File: config.mk
export PLATFORM = sky130hd
export DESIGN_NAME = ordered_list_table
export DESIGN_NICKNAME = d
export VERILOG_FILES = /design/src/rtl/core/olt_pkg.sv /design/src/rtl/core/olt_ram.sv /design/src/rtl/core/olt_seq.sv /design/src/rtl/core/ordered_list_table.sv
export SDC_FILE = /design/constraint.sdc
export NUM_CORES = 2
export LEC_CHECK = 0
export BUFFER_PORTS_ARGS = -buffer_cell sky130_fd_sc_hd__buf_2
export CAP_MARGIN = 40
export CORE_MARGIN = 1.5
export CORE_UTILIZATION = 30
export CTS_CLUSTER_DIAMETER = 50
export CTS_CLUSTER_SIZE = 12
export DETAILED_ROUTE_END_ITERATION = 6
export PLACE_DENSITY = 0.49
export RECOVER_POWER = 50
export SKIP_CTS_REPAIR_TIMING = 1
export SLEW_MARGIN = 20
export SYNTH_ARGS = -nofsm -noshare
export SYNTH_HDL_FRONTEND = slang
export SYNTH_HIERARCHICAL = 1
export SYNTH_SLANG_ARGS = --single-unit
File: constraint.sdc
create_clock -name clk -period 10.1 [get_ports clk]
set_clock_uncertainty 0.15 [all_clocks]
set_input_delay 1.01 -clock clk [delete_from_list [all_inputs] [get_ports clk]]
set_output_delay 1.01 -clock clk [all_outputs]
set_load 0.005 [all_outputs]
File: src/rtl/core/olt_pkg.sv
`default_nettype none

package olt_pkg;

  localparam int VAL_W = 32;
  localparam int POS_W = 7;
  localparam int IDX_W = 6;
  localparam int CNT_W = 7;

  typedef enum logic [2:0] {
    REQ_INSERT = 3'd0,
    REQ_DELETE = 3'd1,
    REQ_DELALL = 3'd2,
    REQ_SEARCH = 3'd3,
    REQ_READ   = 3'd4
  } req_t;

  typedef enum logic [1:0] {
    ST_OK       = 2'd0,
    ST_BADPOS   = 2'd1,
    ST_FULL     = 2'd2,
    ST_NOTFOUND = 2'd3
  } status_t;

  typedef enum logic [1:0] {
    S_IDLE = 2'd0,
    S_SCAN = 2'd1,
    S_DONE = 2'd2
  } state_t;

  typedef struct packed {
    logic [2:0]              req_type;
    logic [POS_W-1:0]        position;
    logic signed [VAL_W-1:0] value;
  } in_t;

  typedef struct packed {
    status_t                 status;
    logic [IDX_W-1:0]        found_index;
    logic signed [VAL_W-1:0] read_value;
    logic [CNT_W-1:0]        removed_count;
    logic [CNT_W-1:0]        element_count;
  } out_t;

endpackage

`default_nettype wire

File: src/rtl/core/olt_ram.sv
`default_nettype none

module olt_ram #(
  parameter int WIDTH = 32,
  parameter int DEPTH = 64,
  localparam int AW = (DEPTH > 1) ? $clog2(DEPTH) : 1
) (
  input  wire logic             clk,
  input  wire logic             we,
  input  wire logic [AW-1:0]    waddr,
  input  wire logic [WIDTH-1:0] wdata,
  input  wire logic             re,
  input  wire logic [AW-1:0]    raddr,
  output logic      [WIDTH-1:0] rdata
);

  logic [WIDTH-1:0] mem [DEPTH];

  always_ff @(posedge clk) begin
    if (we) begin
      mem[waddr] <= wdata;
    end
    if (re) begin
      rdata <= mem[raddr];
    end
  end

endmodule

`default_nettype wire

File: src/rtl/core/olt_seq.sv
`default_nettype none

module olt_seq #(
  parameter int DEPTH = 64,
  localparam int AW = (DEPTH > 1) ? $clog2(DEPTH) : 1
) (
  input  wire logic                     clk,
  input  wire logic                     rst_n,
  input  wire logic                     in_valid,
  output logic                          in_ready,
  input  wire olt_pkg::in_t             in_data,
  output logic                          res_valid,
  input  wire logic                     res_ready,
  output olt_pkg::out_t                 res_data,
  output logic                          mem_re,
  output logic [AW-1:0]                 mem_raddr,
  input  wire logic [olt_pkg::VAL_W-1:0] mem_rdata,
  output logic                          mem_we,
  output logic [AW-1:0]                 mem_waddr,
  output logic [olt_pkg::VAL_W-1:0]     mem_wdata
);

  localparam int CW = $clog2(DEPTH + 1);
  localparam int XW = (CW > olt_pkg::POS_W) ? CW : olt_pkg::POS_W;

  olt_pkg::state_t  state_r, state_nxt;
  logic [2:0]       op_r, op_nxt;
  logic [AW-1:0]    pos_r, pos_nxt;
  logic [olt_pkg::VAL_W-1:0] val_r, val_nxt;
  logic [CW-1:0]    cnt_r, cnt_nxt;
  logic [CW-1:0]    ridx_r, ridx_nxt;
  logic [CW-1:0]    rem_r, rem_nxt;
  logic [CW-1:0]    widx_r, widx_nxt;
  logic             pv_r, pv_nxt;
  logic [AW-1:0]    paddr_r, paddr_nxt;
  olt_pkg::status_t status_r, status_nxt;
  logic [AW-1:0]    fidx_r, fidx_nxt;
  logic [olt_pkg::VAL_W-1:0] rval_r, rval_nxt;
  logic [CW-1:0]    removed_r, removed_nxt;

  logic [XW-1:0]    pos_x;
  logic [XW-1:0]    cnt_x;
  logic [XW-1:0]    fidx_x;
  logic [XW-1:0]    removed_x;
  logic             pos_above;
  logic             pos_at_or_above;
  logic             full;
  logic             start_scan;
  logic             scan_end;

  assign pos_x           = XW'(in_data.position);
  assign cnt_x           = XW'(cnt_r);
  assign pos_above       = pos_x > cnt_x;
  assign pos_at_or_above = pos_x >= cnt_x;
  assign full            = cnt_x == XW'(DEPTH);
  assign scan_end        = (rem_r == '0) && !pv_r;

  always_comb begin
    case (in_data.req_type)
      olt_pkg::REQ_INSERT: start_scan = !pos_above && !full;
      olt_pkg::REQ_DELETE: start_scan = !pos_at_or_above;
      olt_pkg::REQ_DELALL: start_scan = 1'b1;
      olt_pkg::REQ_SEARCH: start_scan = 1'b1;
      olt_pkg::REQ_READ:   start_scan = !pos_at_or_above;
      default:             start_scan = 1'b0;
    endcase
  end

  always_comb begin
    state_nxt = state_r;
    case (state_r)
      olt_pkg::S_IDLE: begin
        if (in_valid) begin
          state_nxt = start_scan ? olt_pkg::S_SCAN : olt_pkg::S_DONE;
        end
      end
      olt_pkg::S_SCAN: begin
        if (scan_end) begin
          state_nxt = olt_pkg::S_DONE;
        end
      end
      olt_pkg::S_DONE: begin
        if (res_ready) begin
          state_nxt = olt_pkg::S_IDLE;
        end
      end
      default: state_nxt = olt_pkg::S_IDLE;
    endcase
  end

  always_comb begin
    op_nxt      = op_r;
    pos_nxt     = pos_r;
    val_nxt     = val_r;
    cnt_nxt     = cnt_r;
    ridx_nxt    = ridx_r;
    rem_nxt     = rem_r;
    widx_nxt    = widx_r;
    pv_nxt      = 1'b0;
    paddr_nxt   = paddr_r;
    status_nxt  = status_r;
    fidx_nxt    = fidx_r;
    rval_nxt    = rval_r;
    removed_nxt = removed_r;
    mem_re      = 1'b0;
    mem_raddr   = ridx_r[AW-1:0];
    mem_we      = 1'b0;
    mem_waddr   = paddr_r;
    mem_wdata   = mem_rdata;
    case (state_r)
      olt_pkg::S_IDLE: begin
        if (in_valid) begin
          op_nxt      = in_data.req_type;
          pos_nxt     = pos_x[AW-1:0];
          val_nxt     = in_data.value;
          status_nxt  = olt_pkg::ST_OK;
          fidx_nxt    = '0;
          rval_nxt    = '0;
          removed_nxt = '0;
          widx_nxt    = '0;
          rem_nxt     = '0;
          ridx_nxt    = '0;
          case (in_data.req_type)
            olt_pkg::REQ_INSERT: begin
              if (pos_above) begin
                status_nxt = olt_pkg::ST_BADPOS;
              end else if (full) begin
                status_nxt = olt_pkg::ST_FULL;
              end else begin
                rem_nxt  = CW'(cnt_x - pos_x);
                ridx_nxt = cnt_r - 1'b1;
              end
            end
            olt_pkg::REQ_DELETE: begin
              if (pos_at_or_above) begin
                status_nxt = olt_pkg::ST_BADPOS;
              end else begin
                rem_nxt  = CW'(cnt_x - pos_x - 1'b1);
                ridx_nxt = CW'(pos_x + 1'b1);
              end
            end
            olt_pkg::REQ_DELALL: begin
              rem_nxt = cnt_r;
            end
            olt_pkg::REQ_SEARCH: begin
              status_nxt = olt_pkg::ST_NOTFOUND;
              rem_nxt    = cnt_r;
            end
            olt_pkg::REQ_READ: begin
              if (pos_at_or_above) begin
                status_nxt = olt_pkg::ST_BADPOS;
              end else begin
                rem_nxt  = CW'(1);
                ridx_nxt = CW'(pos_x);
              end
            end
            default: begin
              status_nxt = olt_pkg::ST_OK;
            end
          endcase
        end
      end
      olt_pkg::S_SCAN: begin
        if (rem_r != '0) begin
          mem_re    = 1'b1;
          paddr_nxt = ridx_r[AW-1:0];
          pv_nxt    = 1'b1;
          rem_nxt   = rem_r - 1'b1;
          ridx_nxt  = (op_r == olt_pkg::REQ_INSERT) ? ridx_r - 1'b1 : ridx_r + 1'b1;
        end
        if (pv_r) begin
          case (op_r)
            olt_pkg::REQ_INSERT: begin
              mem_we    = 1'b1;
              mem_waddr = paddr_r + 1'b1;
            end
            olt_pkg::REQ_DELETE: begin
              mem_we    = 1'b1;
              mem_waddr = paddr_r - 1'b1;
            end
            olt_pkg::REQ_DELALL: begin
              if (mem_rdata != val_r) begin
                mem_we    = 1'b1;
                mem_waddr = widx_r[AW-1:0];
                widx_nxt  = widx_r + 1'b1;
              end
            end
            olt_pkg::REQ_SEARCH: begin
              if ((mem_rdata == val_r) && (status_r == olt_pkg::ST_NOTFOUND)) begin
                status_nxt = olt_pkg::ST_OK;
                fidx_nxt   = paddr_r;
              end
            end
            olt_pkg::REQ_READ: begin
              rval_nxt = mem_rdata;
            end
            default: begin
              rval_nxt = rval_r;
            end
          endcase
        end
        if (scan_end) begin
          case (op_r)
            olt_pkg::REQ_INSERT: begin
              mem_we    = 1'b1;
              mem_waddr = pos_r;
              mem_wdata = val_r;
              cnt_nxt   = cnt_r + 1'b1;
            end
            olt_pkg::REQ_DELETE: begin
              cnt_nxt     = cnt_r - 1'b1;
              removed_nxt = CW'(1);
            end
            olt_pkg::REQ_DELALL: begin
              removed_nxt = cnt_r - widx_r;
              cnt_nxt     = widx_r;
            end
            default: begin
              cnt_nxt = cnt_r;
            end
          endcase
        end
      end
      default: begin
        pv_nxt = 1'b0;
      end
    endcase
  end

  always_ff @(posedge clk) begin
    if (!rst_n) begin
      state_r <= olt_pkg::S_IDLE;
      cnt_r   <= '0;
      pv_r    <= 1'b0;
      rem_r   <= '0;
    end else begin
      state_r <= state_nxt;
      cnt_r   <= cnt_nxt;
      pv_r    <= pv_nxt;
      rem_r   <= rem_nxt;
    end
  end

  always_ff @(posedge clk) begin
    op_r      <= op_nxt;
    pos_r     <= pos_nxt;
    val_r     <= val_nxt;
    ridx_r    <= ridx_nxt;
    widx_r    <= widx_nxt;
    paddr_r   <= paddr_nxt;
    status_r  <= status_nxt;
    fidx_r    <= fidx_nxt;
    rval_r    <= rval_nxt;
    removed_r <= removed_nxt;
  end

  assign fidx_x    = XW'(fidx_r);
  assign removed_x = XW'(removed_r);

  assign in_ready  = state_r == olt_pkg::S_IDLE;
  assign res_valid = state_r == olt_pkg::S_DONE;

  always_comb begin
    res_data.status        = status_r;
    res_data.found_index   = fidx_x[olt_pkg::IDX_W-1:0];
    res_data.read_value    = rval_r;
    res_data.removed_count = removed_x[olt_pkg::CNT_W-1:0];
    res_data.element_count = cnt_x[olt_pkg::CNT_W-1:0];
  end

endmodule

`default_nettype wire

File: src/rtl/core/ordered_list_table.sv
// Ordered list of signed 32-bit words held in one single-port-read,
// single-port-write RAM, with a count of valid entries.
// Requests arrive as beats on in_valid/in_ready/in_data: insert at a
// position, delete at a position, delete every entry equal to a value,
// search for the first matching index, or read at a position. Every request
// returns exactly one beat on out_valid/out_ready/out_data with a status,
// the found index, the read word, the removed count and the new count.
// One request is worked at a time. The sequencer streams the affected
// entries through the RAM, at most one read and one write a cycle. The
// number of entries walked is count minus position for insert, count
// minus position minus one for delete, count for delete-all and search,
// and one for read. A rejected or unknown request skips the walk and goes
// straight to its result. No new request is accepted until the current
// one has handed its result to the output register.
// The result sits in an output register, so the next request is accepted
// while a finished result waits on a stalled out_ready.
// Synchronous reset empties the list; RAM contents are left as they are and
// are never read before they are written.
`default_nettype none

module ordered_list_table #(
  parameter int LIST_DEPTH = 64
) (
  input  wire logic          clk,
  input  wire logic          rst_n,
  input  wire logic          in_valid,
  output logic               in_ready,
  input  wire olt_pkg::in_t  in_data,
  output logic               out_valid,
  input  wire logic          out_ready,
  output olt_pkg::out_t      out_data
);

  localparam int AW = (LIST_DEPTH > 1) ? $clog2(LIST_DEPTH) : 1;

  logic                      res_valid;
  logic                      res_ready;
  olt_pkg::out_t             res_data;
  logic                      mem_re;
  logic [AW-1:0]             mem_raddr;
  logic [olt_pkg::VAL_W-1:0] mem_rdata;
  logic                      mem_we;
  logic [AW-1:0]             mem_waddr;
  logic [olt_pkg::VAL_W-1:0] mem_wdata;
  logic                      out_valid_r, out_valid_nxt;
  olt_pkg::out_t             out_data_r, out_data_nxt;

  olt_seq #(
    .DEPTH (LIST_DEPTH)
  ) u_seq (
    .clk       (clk),
    .rst_n     (rst_n),
    .in_valid  (in_valid),
    .in_ready  (in_ready),
    .in_data   (in_data),
    .res_valid (res_valid),
    .res_ready (res_ready),
    .res_data  (res_data),
    .mem_re    (mem_re),
    .mem_raddr (mem_raddr),
    .mem_rdata (mem_rdata),
    .mem_we    (mem_we),
    .mem_waddr (mem_waddr),
    .mem_wdata (mem_wdata)
  );

  olt_ram #(
    .WIDTH (olt_pkg::VAL_W),
    .DEPTH (LIST_DEPTH)
  ) u_ram (
    .clk   (clk),
    .we    (mem_we),
    .waddr (mem_waddr),
    .wdata (mem_wdata),
    .re    (mem_re),
    .raddr (mem_raddr),
    .rdata (mem_rdata)
  );

  assign res_ready = !out_valid_r || out_ready;

  always_comb begin
    out_valid_nxt = out_valid_r;
    out_data_nxt  = out_data_r;
    if (out_valid_r && out_ready) begin
      out_valid_nxt = 1'b0;
    end
    if (res_valid && res_ready) begin
      out_valid_nxt = 1'b1;
      out_data_nxt  = res_data;
    end
  end

  always_ff @(posedge clk) begin
    if (!rst_n) begin
      out_valid_r <= 1'b0;
    end else begin
      out_valid_r <= out_valid_nxt;
    end
  end

  always_ff @(posedge clk) begin
    out_data_r <= out_data_nxt;
  end

  assign out_valid = out_valid_r;
  assign out_data  = out_data_r;

  a_no_write_when_idle: assert property (@(posedge clk) disable iff (!rst_n)
    mem_we |-> !in_ready)
    else $error("RAM written while the sequencer is idle");

  a_one_request_at_a_time: assert property (@(posedge clk) disable iff (!rst_n)
    (in_valid && in_ready) |=> !in_ready)
    else $error("second request accepted while one is in progress");

  a_miss_fields_clear: assert property (@(posedge clk) disable iff (!rst_n)
    (out_valid && (out_data.status == olt_pkg::ST_NOTFOUND)) |->
      ((out_data.found_index == '0) && (out_data.removed_count == '0)))
    else $error("search miss reports a nonzero index or removal");

  a_badpos_fields_clear: assert property (@(posedge clk) disable iff (!rst_n)
    (out_valid && (out_data.status == olt_pkg::ST_BADPOS)) |->
      ((out_data.read_value == '0) && (out_data.removed_count == '0)))
    else $error("bad position reports data or a removal");

endmodule

`default_nettype wire

# ---- Word-level counts from Yosys, hierarchy flattened
# Memories as Yosys holds them, arrays and structs flattened. A register that Yosys moved wholly into a read port is not among the register bits.
# Index checks and enable logic that the tools add are counted.
dict set report op_classes {
  reduce_logical 31
  muxes 71
  n_eq_ne 25
  order_cmp 2
  n_addsub 12
}
# operator count
set op_table {}
lappend op_table {{$mux 32} 6}
lappend op_table {{$mux 7} 17}
lappend op_table {{$pmux 7 s2} 5}
lappend op_table {{$pmux 32 s2} 1}
lappend op_table {{$mux 6} 9}
lappend op_table {{$pmux 7 s3} 2}
lappend op_table {{$eq 32x32->1} 1}
lappend op_table {{$ne 32x32->1} 1}
lappend op_table {{$add 7x1->7 const B} 4}
lappend op_table {{$pmux 7 s4} 1}
lappend op_table {{$sub 7x1->7 const B} 4}
lappend op_table {{$mux 2} 10}
lappend op_table {{$pmux 6 s3} 1}
lappend op_table {{$ne 2x1->1 const B} 7}
lappend op_table {{$sub 7x7->7} 2}
lappend op_table {{$mux 1} 13}
lappend op_table {{$eq 3x2->1 const B} 4}
lappend op_table {{$pmux 2 s3} 2}
lappend op_table {{$pmux 6 s2} 1}
lappend op_table {{$reduce_and 5->1} 2}
lappend op_table {{$reduce_and 3->1} 3}
lappend op_table {{$reduce_and 4->1} 2}
lappend op_table {{$eq 7x7->1 const B} 1}
lappend op_table {{$ge 7x7->1} 1}
lappend op_table {{23 further kinds} 41}
dict set report word_totals {
  input_bits 46
  out_inout_bits 56
  mem_bits_rw 2048
  memories 1
  ff_bits 180
}
# name words width rd rd_clocked_by_memory_dff write_ports line_no
set memory_table {}
lappend memory_table {u_ram.mem 64 32 1 1 1 olt_ram.sv:17} ;# logic [WIDTH-1:0] mem [DEPTH];

# ---- Longest topological paths before layout
dict set report depth {
  depth_word 9
  mapped_depth 14
  mapped_depth_nobuf 12
}

# ---- Hierarchy
# The synthesis kept the hierarchy.
# module area_per_inst_um2 instances cells_per_inst seq_area_each_um2
set by_module_without_submodules {}
lappend by_module_without_submodules {olt_ram 79268.5 1 3504 62459.9}
lappend by_module_without_submodules {olt_seq 7517.2 1 768 3553.4}
lappend by_module_without_submodules {ordered_list_table 1679.1 1 59 1641.6}

# ---- Worst setup path before layout
# No wires, ideal clock.
dict set report synth_path {
  path_kind {register to register}
  startpoint {register u_seq.op_r[2]}
  endpoint {memory u_ram.mem[33][0], enable pin}
  path_stages_with_launch 13
  setup_time_ns 0.461
  required_ns 9.489
  period_less_slack_ns 6.216
  setup_slack_ns 3.884
  t_arrival_ns 5.605
  path_cell_list {edfxtp_1 > or3b_2 > clkbuf_1 > inv_1 > ha_1 > and3_1 > a2111o_1 > o311a_1 > a2111o_1 > o211ai_1 > clkbuf_1 > nand4_1 > nor3_1}
}
dict set report synth_via {
  word_cells_on_any_way 16
  cone_classes {eq/ne: 2; mux: 12; reduce/logical: 2}
}
# item line_no
set synth_rtl {}
lappend synth_rtl {{start, declared} olt_seq.sv:27} ;# logic [2:0] op_r, op_nxt;
lappend synth_rtl {{start signal, assigned} olt_seq.sv:245} ;# op_r <= op_nxt;
lappend synth_rtl {{$eq 3x2->1 (tied with other cells)} olt_seq.sv:172} ;# case (op_r)
lappend synth_rtl {{$pmux 6 s3} olt_seq.sv:172}
lappend synth_rtl {{$mux 6} olt_seq.sv:171} ;# if (pv_r) begin
lappend synth_rtl {{$mux 6} olt_seq.sv:203} ;# case (op_r)
lappend synth_rtl {{$mux 6 (*)} olt_seq.sv:202} ;# if (scan_end) begin
lappend synth_rtl {{$mux 6 (*)} olt_seq.sv:110} ;# case (state_r)
lappend synth_rtl {{via mem_waddr[5]} ordered_list_table.sv:43} ;# logic [AW-1:0] mem_waddr;
lappend synth_rtl {{end, declared} olt_ram.sv:17}
# The timed path passes the listed nets; every way through them passes the cells marked *.

# ---- Worst setup path after layout
dict set report layout_path {
  startpoint {register u_seq.state_r[0]}
  endpoint {memory u_ram.mem[1][27] (data pin)}
}
dict set report layout_via {
  elab_chain_len 2
}
# item line_no
set layout_lines {}
lappend layout_lines {{start, declared} olt_seq.sv:26} ;# olt_pkg::state_t state_r, state_nxt;
lappend layout_lines {{start signal, assigned} olt_seq.sv:232} ;# state_r <= olt_pkg::S_IDLE;
lappend layout_lines {{start signal, assigned} olt_seq.sv:237} ;# state_r <= state_nxt;
lappend layout_lines {{$eq 2x1->1} olt_seq.sv:110}
lappend layout_lines {{$mux 32} olt_seq.sv:110}
lappend layout_lines {{via mem_wdata (one bit)} ordered_list_table.sv:44} ;# logic [olt_pkg::VAL_W-1:0] mem_wdata;
# The timed path passes the listed nets, and every way through them passes these cells.

==> metrics.txt <==
# TYPE chip_impl_metric gauge
chip_impl_info{name="status",value="finished, violations left"} 1
chip_impl_info{name="violations",value="max-capacitance violations, max-slew violations"} 1
chip_impl_metric{name="layout.filler_cells",unit=""} 27400
chip_impl_metric{name="cp_data_arrival_time",unit="ps"} 7630
chip_impl_metric{name="synth_nets",unit=""} 4409
chip_impl_metric{name="power-per-cell-area",unit="nW/um^2"} 191
chip_impl_metric{name="grt_pass1_wl",unit="mm"} 358
chip_impl_metric{name="syn-instance-count",unit=""} 4331
chip_impl_metric{name="route.antenna.remaining_nets",unit=""} 0
chip_impl_metric{name="timing.fmax",unit="GHz"} 0.133
chip_impl_info{name="layout.cells.most_common_list",value="2241 x edfxtp_1, 448 x mux4_2, 224 x clkbuf_16, 172 x mux2i_1, 169 x nand2_1"} 1
chip_impl_metric{name="slew_headroom",unit="%"} -134
chip_impl_info{name="worstSetupStartpoint",value="u_seq/state_r[0]"} 1
chip_impl_metric{name="clock_path_buffers",unit=""} 3
chip_impl_metric{name="sink_count_of_the_clock_tree",unit=""} 2259
chip_impl_metric{name="clock_insertion_delay_worst_skew",unit="ps"} 850
chip_impl_metric{name="fp.dieArea",unit="sq um"} 298000
chip_impl_metric{name="clkSlewWorstSetupHoldPaths",unit="ps"} 60
chip_impl_metric{name="count_of_yosys_warnings_during_synthesis",unit=""} 6
chip_impl_metric{name="post_dp_cell_area",unit="sq um"} 95600
chip_impl_metric{name="total_leakage_power",unit="nW"} 31.0
chip_impl_metric{name="wl_per_cell",unit="um"} 29.8
chip_impl_metric{name="drc_errors",unit=""} 0
chip_impl_metric{name="start_util",unit="%"} 30.1
chip_impl_metric{name="worst-slew-pin-transition",unit="ps"} 3510
chip_impl_metric{name="synth.avg_cell_area",unit="sq um"} 20.4
chip_impl_metric{name="dp.final_hpwl",unit="mm"} 163
chip_impl_metric{name="design.core.area",unit="sq um"} 294000
chip_impl_metric{name="synth-edff-count",unit=""} 2241
chip_impl_info{name="clock-root-buffer",value="clkbuf_16"} 1
chip_impl_metric{name="numCtsBuffers",unit=""} 223
chip_impl_metric{name="rows",unit=""} 199
chip_impl_metric{name="reg2reg_setup_slack",unit="ps"} 2560
chip_impl_metric{name="yosysSeqAreaShare",unit="%"} 76.5
chip_impl_metric{name="synth.ff_latch_count",unit=""} 2259
chip_impl_metric{name="period_share",unit="%"} 74.7
chip_impl_metric{name="postLayoutCoreUtil",unit="%"} 34.6
chip_impl_metric{name="maxCapViolations",unit=""} 48
chip_impl_metric{name="routed_via_density",unit=""} 5.17
chip_impl_info{name="rr_startpoint",value="u_seq/state_r[0]"} 1
chip_impl_metric{name="synth_cell_type_count",unit=""} 89
chip_impl_info{name="crit_path_start_kind",value="flop"} 1
chip_impl_metric{name="multi_input_area",unit="sq um"} 19900
chip_impl_metric{name="drive_gt1_share",unit="%"} 21.8
chip_impl_info{name="timing.critical_path.to_type",value="flop"} 1
chip_impl_metric{name="design_area",unit="sq um"} 101000
chip_impl_metric{name="post-place-ws",unit="ps"} 4390
chip_impl_metric{name="power.ir.vdd_worst",unit="V"} 0.000171
chip_impl_metric{name="via_count_of_the_first_global_routing_pass",unit=""} 43900
chip_impl_metric{name="antenna_found_initial",unit=""} 24
chip_impl_metric{name="finalPower",unit="mW"} 19.3
chip_impl_info{name="hold-path-endpoint",value="u_seq/val_r[31]"} 1
chip_impl_metric{name="sequential_cell_area",unit="sq um"} 67700
chip_impl_metric{name="chipWidth",unit="um"} 546
chip_impl_metric{name="wirelength",unit="mm"} 257
chip_impl_metric{name="final_cells",unit=""} 8640
chip_impl_info{name="layout.cells.most_common",value="edfxtp_1"} 1
chip_impl_metric{name="placement.io_buffers",unit=""} 101
chip_impl_metric{name="flow.area_growth_from_synthesis",unit="%"} 14.7
chip_impl_metric{name="path_max_fanout",unit=""} 40
chip_impl_metric{name="vias",unit=""} 44600
chip_impl_metric{name="timing_hold_violations_final",unit=""} 0
chip_impl_metric{name="synth_async_sr_flop_share",unit="%"} 0
chip_impl_info{name="synthFlopType",value="edfxtp_1"} 1
chip_impl_info{name="r2r_end",value="u_ram/mem[1][27]"} 1
chip_impl_metric{name="setup_ws",unit="ps"} 2560
chip_impl_metric{name="dieHeight",unit="um"} 546
chip_impl_metric{name="globalRouteOverflowTotal",unit=""} 0
chip_impl_metric{name="global_route.usage.total",unit="%"} 16.9
chip_impl_metric{name="setup-violations-final",unit=""} 0
chip_impl_metric{name="cts-htree-levels",unit=""} 4
chip_impl_metric{name="r2r_depth",unit=""} 8
chip_impl_metric{name="fin_tns_setup",unit="ps"} 0
chip_impl_info{name="hp-class",value="in -> reg"} 1
chip_impl_metric{name="timing.final.max_slew_violations",unit=""} 1725
chip_impl_metric{name="detailedRoute.firstPassIterationCount",unit=""} 5
chip_impl_metric{name="worst-endpoint-required",unit="ps"} 10180
chip_impl_metric{name="period_needed",unit="ps"} 7540
chip_impl_metric{name="worstHoldPathCells",unit=""} 1
chip_impl_info{name="worstHoldStart",value="in_data[31]"} 1
chip_impl_metric{name="finalHoldWorstSlack",unit="ps"} 223
chip_impl_metric{name="nets",unit=""} 4700
chip_impl_metric{name="largest_net_degree_at_the_start_of_global_routing",unit=""} 104
chip_impl_info{name="tritoncts",value="done"} 1
chip_impl_info{name="unrepaired_setup_endpoints_after_global_routing",value="false"} 1
chip_impl_metric{name="mappedNetlistArea",unit="sq um"} 88500
chip_impl_metric{name="iter_0_drt_violations",unit=""} 5562
chip_impl_metric{name="floorplan.io_pins",unit=""} 102
chip_impl_metric{name="dpl.cell_count",unit=""} 8308
chip_impl_info{name="crit_type",value="reg -> reg"} 1
chip_impl_metric{name="gpl_wtd_cong",unit=""} 0.849
synthesized netlist by cell type, types with 41 or more instances:
library cell  number  share of area [%]
a21oi_1           73               0.41
a22oi_1          134                1.1
and2_1            52               0.37
buf_2             63               0.36
clkbuf_1          85               0.36
edfxtp_1        2241                 76
inv_1             41               0.17
mux2i_1          172                1.9
mux4_2           448                 11
nand2_1          177               0.75
nand3_1           58               0.33
nor2_1           139               0.59
o21ai_0           60               0.34
o22ai_1           45               0.32
xnor2_1           51               0.50
how the worst max path moves through the flow:
stage	cells after the start	endpoint	slack (ps)
CTS	12	u_ram/mem[61][30]	4420
global route	8	u_ram/mem[7][10]	2140
detailed placement	12	u_ram/mem[61][23]	4390
finish	8	u_ram/mem[1][27]	2560
floorplan	12	u_ram/mem[33][0]	3880
global placement	11	u_ram/mem[46][24]	4270
critical path: stages, from the launching register on:
cell      delay, ps
dfxtp_1         370
nor2b_1         320
clkbuf_1        660
nand3_1         250
clkbuf_1       1320
nand2_1         120
nand2_1         210
clkbuf_1       1300
clkbuf_1       2050
layer usage:
metal	vias up	share of wire [%]	global-route usage, %
met5	-	0	0
met4	0	2.8	4.34
met3	344	7.0	2.75
met2	1744	46	26.4
met1	24100	44	24.7
li1	18500	-	-
power breakdown:
group	switching, mW	internal [mW]
Sequential	0.0311	10.3
Clock	3.48	4.23
Combinational	0.864	0.455
cell families (layout without fill, tap and decap cells):
kind of cell	after synthesis	after routing	synth area share, %
XOR/XNOR	60	60	0.594
adder cells (fa/ha/maj)	32	32	0.487
multiplexers	647	647	13.7
AND/OR/NAND/NOR	571	571	3.17
other	0	6	0
flip-flops	2259	2259	76.5
AO/OA/AOI/OAI	489	489	3.88
buffers and inverters	273	657	1.70
flip-flops by register name, summed over array words and instances (netlist names):
name / flops
u_seq/pv_r: 1
u_seq/op_r: 3
u_ram/rdata: 32
u_ram/mem: 2048
u_seq/cnt_r: 7
u_seq/ridx_r: 6
u_seq/widx_r: 7
u_seq/state_r: 2
out_data: 54
u_seq/status_r: 2
u_seq/paddr_r: 6
u_seq/val_r: 32
u_seq/rval_r: 32
u_seq/pos_r: 6
u_seq/removed_r: 7
u_seq/fidx_r: 6
u_seq/rem_r: 7
out_valid: 1
area by class of cell:
class                      count  area share, %
clock buffer                 254           5.64
tap                         3919           4.83
multi-input combinational   1799           19.6
inverter                      43          0.159
clock inverter                64          0.740
antenna                        6         0.0148
timing repair buffer         296           2.33
sequential                  2259           66.7
Power figures use the tool's default switching activity.
